<file path="src/ffha_pkg.sv">
`timescale 1ns / 1ps

package ffha_pkg;

  localparam int HEAP_BYTES_DEF   = 32768;
  localparam int HEADER_BYTES_DEF = 8;

  localparam int REQ_W      = 16;
  localparam int OFF_W      = 15;
  localparam int CFG_IDX_W  = 1;
  localparam int CFG_DATA_W = 16;

  localparam logic [CFG_IDX_W-1:0] CFG_MIN_REQUEST = 1'b0;
  localparam logic [CFG_IDX_W-1:0] CFG_MAX_REQUEST = 1'b1;

  localparam logic [REQ_W-1:0] MIN_REQUEST_RST = 16'd16;
  localparam logic [REQ_W-1:0] MAX_REQUEST_RST = 16'd16384;

  localparam logic KIND_ALLOC = 1'b0;
  localparam logic KIND_FREE  = 1'b1;

  typedef struct packed {
    logic             kind;
    logic [REQ_W-1:0] request_size;
    logic [OFF_W-1:0] payload_offset;
  } in_req_t;

  typedef struct packed {
    logic             success;
    logic [OFF_W-1:0] granted_offset;
  } out_res_t;

  typedef struct packed {
    logic capture;
    logic do_free;
    logic step;
    logic claim;
    logic write_rem;
    logic respond;
    logic resp_ok;
  } ffha_cmd_t;

  typedef struct packed {
    logic is_free;
    logic bad_req;
    logic found;
    logic past_end;
  } ffha_stat_t;

endpackage

</file>
<file path="src/ffha_ctrl.sv">
`timescale 1ns / 1ps

module ffha_ctrl (
  input  logic               clk,
  input  logic               rst_n,
  input  logic               start,
  input  ffha_pkg::ffha_stat_t stat,
  output ffha_pkg::ffha_cmd_t  cmd,
  output logic               busy
);
  import ffha_pkg::*;

  typedef enum logic [1:0] {
    S_IDLE,
    S_CHECK,
    S_WALK,
    S_FINISH
  } state_t;

  state_t state_r;
  state_t state_nxt;
  logic   busy_r;

  always_comb begin
    state_nxt = state_r;
    cmd       = '0;
    unique case (state_r)
      S_IDLE: begin
        if (start) begin
          cmd.capture = 1'b1;
          state_nxt   = S_CHECK;
        end
      end
      S_CHECK: begin
        if (stat.is_free) begin
          cmd.do_free = 1'b1;
          cmd.respond = 1'b1;
          cmd.resp_ok = 1'b1;
          state_nxt   = S_IDLE;
        end else if (stat.bad_req) begin
          cmd.respond = 1'b1;
          state_nxt   = S_IDLE;
        end else begin
          state_nxt = S_WALK;
        end
      end
      S_WALK: begin
        if (stat.found) begin
          cmd.claim = 1'b1;
          state_nxt = S_FINISH;
        end else if (stat.past_end) begin
          cmd.respond = 1'b1;
          state_nxt   = S_IDLE;
        end else begin
          cmd.step = 1'b1;
        end
      end
      S_FINISH: begin
        cmd.write_rem = 1'b1;
        cmd.respond   = 1'b1;
        cmd.resp_ok   = 1'b1;
        state_nxt     = S_IDLE;
      end
    endcase
  end

  always_ff @(posedge clk) begin
    if (!rst_n) begin
      state_r <= S_IDLE;
      busy_r  <= 1'b0;
    end else begin
      state_r <= state_nxt;
      busy_r  <= (state_nxt != S_IDLE);
    end
  end

  assign busy = busy_r;

endmodule

</file>
<file path="config.mk">
export PLATFORM = sky130hd
export DESIGN_NAME = ffha_ctrl
export DESIGN_NICKNAME = d
export VERILOG_FILES = /design/src/ffha_pkg.sv /design/src/ffha_ctrl.sv
export SDC_FILE = /design/constraint.sdc
export NUM_CORES = 1
export LEC_CHECK = 0
export BUFFER_PORTS_ARGS = -buffer_cell sky130_fd_sc_hd__buf_2
export CORE_AREA = 2 2 39 41
export CTS_CLUSTER_SIZE = 16
export DETAILED_ROUTE_END_ITERATION = 8
export DIE_AREA = 0 0 41 43
export GPL_TIMING_DRIVEN = 0
export PLACE_DENSITY = 0.47
export SLEW_MARGIN = 15
export SYNTH_ARGS = -nofsm -noshare
export SYNTH_HDL_FRONTEND = slang
export SYNTH_SLANG_ARGS = --single-unit
</file>
<file path="constraint.sdc">
create_clock -name clk -period 1 [get_ports clk]
set_input_delay 0.1 -clock clk [delete_from_list [all_inputs] [get_ports clk]]
set_output_delay 0.1 -clock clk [all_outputs]
set_load 0.1 [all_outputs]
</file>
## Yosys cells after proc, flatten, opt, wreduce, memory -nomap -nowiden

Cells that the tools add are included.

| word-level totals | value |
|---|---|
| flip-flop bits (word level) | 3 |
| bits in latches | 0 |
| memory bits (writable) | 0 |
| bits in read-only memories | 0 |
| input bits | 7 |
| logic and storage cells | 28 |
| memories kept | 0 |

| operators by class | value |
|---|---|
| add/subtract/negate cells | 0 |
| multipliers | 0 |
| divide/modulo/power cells | 0 |
| $lt $le $gt $ge | 0 |
| eq/ne operators | 3 |
| shifts and indexed selects | 0 |
| muxes and demuxes | 21 |
| bitwise logic cells | 0 |
| reduce and logical (&&, ||, !) cells | 2 |

Operators with widths:

| cell | count |
|---|---|
| $mux 1 | 12 |
| $mux 2 | 6 |
| $pmux 2 s4 | 1 |
| $eq 2x2->1 const B | 2 |
| $pmux 1 s3 | 1 |
| $eq 2x1->1 const B | 1 |
| $logic_not 2->1 | 1 |
| $pmux 1 s2 | 1 |
| $reduce_bool 2->1 | 1 |

## Depth between registers and ports, before layout

Gate-level depths: netlist of the first run.

| depth | value |
|---|---|
| depth after elaboration | 4 |
| depth in mapped cells | 4 |

## Worst setup path after synthesis of the first run

No wires, ideal clock.

| timing path | value |
|---|---|
| path kind | register -> output |
| from | register state_r[1] |
| to | output cmd[4] in the netlist's numbering |
| arrival | 2.807 ns |
| required time | 0.900 ns |
| slack | -1.907 ns |
| stages on the path, launching flop included | 4 |
| buffers on the path | 1 |
| path through | dfxtp_1 -> buf_6 -> nor2b_2 -> nor3b_1 |

RTL lines:

| element | RTL line | source |
|---|---|---|
| start: declaration | ffha_ctrl.sv:20 | `state_t state_r;` |
| start signal: assignment | ffha_ctrl.sv:72 | `state_r <= state_nxt;` |
| end: declaration | ffha_ctrl.sv:8 | `output ffha_pkg::ffha_cmd_t cmd,` |

==> flow_summary.ini, run 1 <==
[critical_path]
cpMaxStageDelayCell = dfxtp_4
rr_endpoint = busy$_SDFF_PN0_
critical_path_required_ns = 0.90
cp-end-kind = output port
crit_family = simple AND/OR/NAND/NOR gates
crit_buf_inv = 1
path_class = reg2out
r2r-start = state_r[1]$_SDFF_PN0_
rr_worst_depth = 5
path_cells = nor2b_4, nor3b_4, buf_12
crit_path_max_incr_delay_ns = 0.36
worst-r2r-setup-slack_ns = -0.10
worst-endpoint-arrival_ns = 1.18
path_max_fanout = 5
critical_path_depth = 3
crit_path_start_kind = register

[run_status]
status = finished, violations left
violations = negative setup slack

[placed_design]
place_worst_setup_slack_ns = -0.311
place_area_um2 = 335
hpwlAfterDp_um = 402
portBuffers = 14
gp_congestion = 0.549

[global_routing]
grt_max_degree = 9
grt_usage = 0.0842
grt_pass1_wl_um = 945
antenna_found_initial = 0
overflow = 0
grt_pass1_vias = 251

[die]
fp-row-count = 14
start_util = 0.147
die_area_mm2 = 0.00176
fp.dieH_um = 43
dieWidth_um = 41
coreArea_mm2 = 0.00138
pin_count = 15

[yosys]
synth_ff_type = dfxtp_1
ys_seq_area_frac = 0.294
yosys.cell_count.top_type = dfxtp_1
synth_cells = 22
synth.area.top_cells = dfxtp_1, nor3_2, nor3b_1
synth_top_area_share = 0.294
avgSynthCellArea_um2 = 9.27
synth_enable_flop_cells = 0
synth_nets = 29
synth_cell_types = 16
synth.largest_area_cell = dfxtp_1
synth_top_cells_by_count = dfxtp_1, inv_1, nor2_1, nor3_2, nor3b_1
synth_area_um2 = 204
async_flop_share = 0
synth_warnings = 0
ys_ff_latch = 3

[power]
leakagePower_uw = 0.000224
power_uw = 584
ir_worst_vdd_mv = 0.478
power_switching_uw = 219
p_per_area_mw_per_mm2 = 1110
swShare = 0.375
p_seq_frac = 0.229
pwr-share-comb = 0.406
p_int_uw = 365
clkPwrFrac = 0.365

[run]
maxCapViolations = 0

[sta]
worst_pin_slew_ns = 0.278
setup_slack_ns = -0.276
fin_skew_ns = 0.00562
min_period_over_period = 1.28
setup_viol = 9
fin_crit_ns = 1.28
relSlewSlack = 0.816
rsz0062_at_grt = yes
max_freq_ghz = 0.783
hold_viol_final = 0
final_max_slew_viol_count = 0

[drt]
routed_wl_um = 625
vias = 238
antenna_left = 0
drtPass1Iterations = 3
wl_per_cell_um = 10.2
drc = 0
viasPerCell = 3.90
drtIter0Drc = 2

[clock_tree]
cts_tree = yes
hold_buffers = 0
htree_levels = 1
clock_latency_ns = 0.23
numClockSinks = 3
path_clk_slew_ns = 0.03
clk_path_buf_depth = 2
root_buffer = clkbuf_4
numCtsBuffers = 3

[layout]
drive_gt1_frac = 0.844
n_antenna_cell = 0
nFillCells = 132
nNetsFinal = 53
area_growth_pct = 158
design_area_um2 = 526

[worst_hold_path]
hold_class = in2reg
min_to = state_r[1]$_SDFF_PN0_
hold_path_startpoint = rst_n
holdPathStages = 3
==> flip-flops by register name (all words and copies together), names as in the netlist <==
register  cells
busy          1
state_r       2
==> worst register-to-register path, cell delays in order, from the launching register on <==
cell      delay, ns
dfxtp_4        0.35
buf_4          0.14
nor3_4         0.21
buf_4          0.15
a22oi_2        0.05
o21bai_1       0.12
==> power by group through the flow <==
stage	combinational, uW	clock, uW	sequential, uW
2_1_floorplan	117	0	162
3_3_place_gp	176	0	140
3_5_place_dp	175	0	140
4_1_cts	232	226	135
5_1_grt	247	232	136
6_report	237	213	134
==> final cells by class <==
cell class / count / area, um2 / share of cell area
Timing Repair Buffer: 20 / 226 / 0.431
Tap cell: 16 / 20.0 / 0.0381
Inverter: 2 / 7.51 / 0.0143
Sequential cell: 3 / 68.8 / 0.131
Multi-Input combinational cell: 16 / 176 / 0.336
Clock buffer: 4 / 26.3 / 0.0500
==> cells in the final DEF (no fill, tap or decap), types with 2 or more instances in the layout <==
| cell | n |
|---|---|
| buf_12 | 7 |
| buf_2 | 6 |
| buf_4 | 6 |
| clkbuf_4 | 3 |
| dfxtp_4 | 2 |
| inv_1 | 2 |
| nor3b_4 | 2 |
==> metrics by stage <==
stage | hold WS (ns) | utilization | TNS (ns) | std cells
after global placement | 0.375 | 0.242 | -1.37 | 52
after CTS | 0.134 | 0.374 | -1.58 | 60
after detailed placement | 0.381 | 0.242 | -1.38 | 52
after global routing | 0.154 | 0.380 | -1.87 | 61
after floorplan | 0.260 | - | -1.26 | 22
final | 0.146 | 0.380 | -1.46 | 61
==> worst max-delay path by stage <==
stage                               start  endpoint
finish              state_r[1]$_SDFF_PN0_    cmd[4]
detailed placement  state_r[1]$_SDFF_PN0_    cmd[4]
floorplan           state_r[1]$_SDFF_PN0_    cmd[4]
global placement    state_r[1]$_SDFF_PN0_    cmd[4]
global route        state_r[1]$_SDFF_PN0_    cmd[4]
CTS                 state_r[1]$_SDFF_PN0_    cmd[4]
==> cell families (layout without fill, tap and decap cells) <==
group | count (synthesis) | after routing | share of synthesized area
AND/OR/NAND/NOR | 11 | 11 | 0.399
AO/OA/AOI/OAI | 4 | 4 | 0.166
flip-flops | 3 | 3 | 0.294
buffers and inverters | 3 | 26 | 0.0920
multiplexers | 1 | 1 | 0.0491
==> routing by layer <==
metal	vias to the layer above	global-route usage	routed length, um
met5	-	0	0
met4	0	0.0800	0
met1	102	0.0799	254
met3	0	0.0157	56
met2	15	0.138	314
li1	121	-	-
==> what timing repair did <==
item	CTS	global route
setup endpoints to repair	10	9
pin swaps	3	1
setup buffers	5	1
cloned	0	0
resized for setup	35	0
Note: power is estimated with default switching activity, not from simulation.
==> inputs of run 2 (changes only) <==
--- a/config.mk
+++ b/config.mk
@@ -6,11 +6,11 @@
 export NUM_CORES = 1
 export LEC_CHECK = 0
 export BUFFER_PORTS_ARGS = -buffer_cell sky130_fd_sc_hd__buf_2
-export CORE_AREA = 2 2 39 41
+export CORE_AREA = 4 4 41 43
 export CTS_CLUSTER_SIZE = 16
 export DETAILED_ROUTE_END_ITERATION = 8
-export DIE_AREA = 0 0 41 43
-export GPL_TIMING_DRIVEN = 0
+export DIE_AREA = 0 0 45 47
+export GPL_TIMING_DRIVEN = 1
 export PLACE_DENSITY = 0.47
 export SLEW_MARGIN = 15
 export SYNTH_ARGS = -nofsm -noshare
==> run 2 against run 1 <==
Effect of this change: the flow still finishes with violations (negative setup slack); cell area is 5.5% lower; via count is 11% lower; global-route usage is 2.8 points lower; first-iteration DRC count stayed put; flip-flop and latch count stayed put; core utilization is 0.20 points higher; critical path depth stayed put; worst setup slack worse by 0.0031 ns; critical endpoint unchanged; largest power group unchanged.
==> flow_summary.ini, run 2 (same netlist as run 1, synthesis figures left out) <==
[drt]
routed_wl_um = 516
antenna_left = 0
viasPerCell = 3.74
vias = 213
drtIter0Drc = 2
drc = 0
wl_per_cell_um = 9.05
drtPass1Iterations = 2

[sta]
setup_slack_ns = -0.280
setup_viol = 7
rsz0062_at_grt = yes
relSlewSlack = 0.808
max_freq_ghz = 0.782
fin_crit_ns = 1.28
min_period_over_period = 1.28
fin_hold_ws_ns = 0.137
final_max_slew_viol_count = 0
fin_skew_ns = 0.000130
worst_pin_slew_ns = 0.287
hold_viol_final = 0

[clock_tree]
post_cts_buffers = 0
path_clk_slew_ns = 0.04
numCtsBuffers = 3
clock_latency_ns = 0.23
root_buffer = clkbuf_4
hold_buffers = 0
cts_tree = yes
numClockSinks = 3
htree_levels = 1
clk_path_buf_depth = 2

[layout]
stdcell_count = 57
layout_commonest_cell = buf_12
design_area_um2 = 497
final_util = 0.382
multiInputGateArea_um2 = 163
nNetsFinal = 50
nFillCells = 132
largest_reg_flops = 2
regMostFlops = state_r
area_growth_pct = 144
layout_common_cells = buf_12, buf_2, clkbuf_4, buf_4
drive_gt1_frac = 0.810
seqCellArea_um2 = 68.8
n_antenna_cell = 0

[power]
p_int_uw = 360
ir_worst_vdd_mv = 0.786
p_seq_frac = 0.244
clkPwrFrac = 0.363
pwr-share-comb = 0.393
leakagePower_uw = 0.000211
power_uw = 566
swShare = 0.364
power_switching_uw = 206
p_per_area_mw_per_mm2 = 1140

[run_status]
violations = negative setup slack
status = finished, violations left

[worst_hold_path]
hold_class = in2reg

[critical_path]
critical_path_required_ns = 0.90
cp-end-kind = output port
worst-endpoint-arrival_ns = 1.18
path_max_fanout = 6
crit_path_start_kind = register
path_class = reg2out

[placed_design]
placed_cells = 53
gp_congestion = 0.604
place_area_um2 = 465
portBuffers = 14

[die]
coreArea_mm2 = 0.00130
fp-row-count = 13
fp.dieH_um = 47
pin_count = 15
start_util = 0.157
die_area_mm2 = 0.00212
dieWidth_um = 45

[global_routing]
grt_pass1_vias = 202
grt_max_degree = 9
grt_pass1_wl_um = 821
antenna_found_initial = 0
grt_usage = 0.0560
overflow = 0

[run]
maxCapViolations = 0
==> run 2: cell count changes in the layout (fill, tap and decap cells not counted) <==
cell,previous run,this run
a31oi_1,0,1
and2_2,1,2
a31oi_2,1,0
buf_4,6,3
nor3_4,1,0
and2_4,1,0
buf_6,1,0
buf_12,7,8
nor3_2,1,2
==> run 2: area by class of cell <==
| cell class | count | area share |
|---|---|---|
| multi-input combinational | 16 | 0.327 |
| tap | 15 | 0.0378 |
| inverter | 2 | 0.0151 |
| timing repair buffer | 17 | 0.428 |
| sequential | 3 | 0.139 |
| clock buffer | 4 | 0.0529 |
==> run 2: power groups by stage <==
stage / Sequential, uW / Clock (uW) / Combinational, uW
detailed placement: 143 / 0 / 224
CTS: 138 / 215 / 224
floorplan: 162 / 0 / 117
finish: 138 / 205 / 222
global placement: 144 / 0 / 224
global route: 139 / 233 / 231
==> run 2: final timing paths <==
check	start	end	slack [ns]	cells past startpoint
worst min-delay path	rst_n	state_r[1]$_SDFF_PN0_	0.14	3
worst max register to register	state_r[1]$_SDFF_PN0_	busy$_SDFF_PN0_	0.01	4
worst min register to register	state_r[0]$_SDFF_PN0_	state_r[0]$_SDFF_PN0_	0.52	1
worst max-delay path	state_r[1]$_SDFF_PN0_	cmd[4]	-0.28	3
==> run 2: per-layer routing <==
layer  vias up  wire, um  global-route usage
li1        116         -                   -
met1        85       271              0.0771
met2        12       191              0.0621
met3         0        52              0.0345
met4         0         0              0.0351
met5         -         0                   0
==> run 2: repair_timing <==
item	in CTS	in global routing
pin swaps	1	0
resized for setup	2	0
endpoints found under the setup margin	8	9
==> run 2: worst max-delay path: stages, from the launching register on <==
cell and delay, ns:
dfxtp_4 0.37, nor2b_4 0.16, nor3b_4 0.22, buf_12 0.20
==> run 2: stage by stage <==
step / setup WS, ns / TNS, ns
6_report: -0.280 / -1.56
3_5_place_dp: -0.0605 / -0.0833
3_3_place_gp: -0.0522 / -0.0741
5_1_grt: -0.334 / -2.00
2_1_floorplan: -0.522 / -1.26
4_1_cts: -0.282 / -1.62
==> inputs of run 3 (changes only) <==
--- a/config.mk
+++ b/config.mk
@@ -6,12 +6,14 @@
 export NUM_CORES = 1
 export LEC_CHECK = 0
 export BUFFER_PORTS_ARGS = -buffer_cell sky130_fd_sc_hd__buf_2
+export CELL_PAD_IN_SITES_DETAIL_PLACEMENT = 1
+export CELL_PAD_IN_SITES_GLOBAL_PLACEMENT = 1
 export CORE_AREA = 4 4 41 43
 export CTS_CLUSTER_SIZE = 16
 export DETAILED_ROUTE_END_ITERATION = 8
 export DIE_AREA = 0 0 45 47
 export GPL_TIMING_DRIVEN = 1
-export PLACE_DENSITY = 0.47
+export PLACE_DENSITY = 0.58
 export SLEW_MARGIN = 15
 export SYNTH_ARGS = -nofsm -noshare
 export SYNTH_HDL_FRONTEND = slang
==> run 3 against run 2 <==
Effect of this change: the run still ends with negative setup slack left; via count increased by 24%; routed wire length rose by 57%; maximum frequency shrank 0.55%; global-route usage increased by 3.4 points; final cell count up 12%; flip-flop and latch count did not move; hold slack gained 0.010 ns; sequential power is essentially flat; die area stayed put; core utilization grew 6.2 points; non-clock buffer count grew 7; cell area rose by 16%; largest power group unchanged.
==> flow_summary.ini, run 3 (same netlist as run 1, synthesis figures left out) <==
[run_status]
status = finished, violations left
violations = negative setup slack

[die]
dieWidth_um = 45
die_area_mm2 = 0.00212
start_util = 0.157
fp-row-count = 13
fp.dieH_um = 47
coreArea_mm2 = 0.00130
pin_count = 15

[placed_design]
hpwlAfterDp_um = 595
gp_congestion = 0.694
portBuffers = 14
placed_cells = 53

[sta]
hold_viol_final = 0
worst_pin_slew_ns = 0.205
final_max_slew_viol_count = 0
rsz0062_at_grt = yes
setup_viol = 9
relSlewSlack = 0.863
fin_crit_ns = 1.29
fin_skew_ns = 0.00182
max_freq_ghz = 0.777
min_period_over_period = 1.29
setup_slack_ns = -0.287

[critical_path]
crit_path_start_kind = register
worst-endpoint-arrival_ns = 1.19
cp-startpoint = state_r[1]$_SDFF_PN0_
rr_endpoint = busy$_SDFF_PN0_
path_cells = buf_4, nor3_4, nor2_4, buf_12
cpMaxStageDelayCell = dfxtp_4
rr_worst_depth = 6
path_max_fanout = 5
endpoint = cmd[1]
critical_path_required_ns = 0.90
crit_path_max_incr_delay_ns = 0.35
worst-r2r-setup-slack_ns = -0.22
cp-end-kind = output port
r2r-start = state_r[1]$_SDFF_PN0_
path_class = reg2out

[clock_tree]
cts_tree = yes
clock_latency_ns = 0.23
hold_buffers = 0
htree_levels = 1
path_clk_slew_ns = 0.04
clk_path_buf_depth = 2
numCtsBuffers = 3
numClockSinks = 3
root_buffer = clkbuf_4

[drt]
drtPass1Iterations = 1
antenna_left = 0
vias = 264
drtIter0Drc = 0
routed_wl_um = 809
viasPerCell = 4.13
wl_per_cell_um = 12.6
drc = 0

[layout]
drive_gt1_frac = 0.857
layout_common_cells = buf_12, buf_4, buf_2, clkbuf_4
n_antenna_cell = 0
nFillCells = 151
nNetsFinal = 57
area_growth_pct = 183
largest_reg_flops = 2
regMostFlops = state_r
stdcell_count = 64

[power]
ir_worst_vdd_mv = 0.868
power_uw = 605
p_per_area_mw_per_mm2 = 1050
leakagePower_uw = 0.000252

[global_routing]
grt_pass1_wl_um = 1280
overflow = 0
grt_usage = 0.0899
grt_pass1_vias = 307
grt_max_degree = 6
antenna_found_initial = 0

[run]
maxCapViolations = 0

[worst_hold_path]
hold_class = in2reg
[run 3: critical path: cells and delay by family, from the launching register on]
kind	cells	cell delay [ns]
and+or+nand+nor	2	0.30
buffers and inverters	2	0.30
DFF	1	0.35
[run 3: metrics by stage]
step	instance area, um2	setup slack, ns	hold WS, ns	TNS (ns)	util
floorplan	245	-0.522	0.260	-1.26	-
global placement	465	-0.0389	0.352	-0.0412	0.358
detailed placement	465	-0.105	0.371	-0.160	0.358
CTS	566	-0.305	0.149	-1.81	0.435
global route	577	-0.341	0.179	-2.40	0.443
finish	577	-0.287	0.147	-1.95	0.443
[run 3: metal layers]
| layer | wire (um) | track usage |
|---|---|---|
| met1 | 282 | 0.0701 |
| met2 | 456 | 0.175 |
| met3 | 71 | 0.0460 |
| met4 | 0 | 0.0526 |
| met5 | 0 | 0 |
[run 3: layout make-up]
type | instances | area (um2) | share of cell area
clock buffer | 4 | 26.3 | 0.0456
inverter | 2 | 7.51 | 0.0130
multi-input combinational | 16 | 183 | 0.317
sequential | 3 | 68.8 | 0.119
tap | 15 | 18.8 | 0.0325
timing repair buffer | 24 | 273 | 0.473
[run 3: worst min path at each step]
stage | startpoint | end | cells past startpoint
2_1_floorplan | rst_n | state_r[1]$_SDFF_PN0_ | 2
3_3_place_gp | rst_n | state_r[1]$_SDFF_PN0_ | 3
3_5_place_dp | rst_n | state_r[1]$_SDFF_PN0_ | 3
4_1_cts | rst_n | state_r[1]$_SDFF_PN0_ | 3
5_1_grt | rst_n | state_r[0]$_SDFF_PN0_ | 3
6_report | rst_n | state_r[1]$_SDFF_PN0_ | 3
[run 3: what timing repair did]
item | in CTS | in global routing
setup buffers | 6 | 1
gates cloned | 0 | 0
gates resized for setup | 7 | 1
pin swaps | 3 | 2
endpoints found under the setup margin | 9 | 9
[run 3: report_power, final]
group          internal, uW  switching, uW
logic                   108            154
registers               125           9.90
clock network           149           58.5
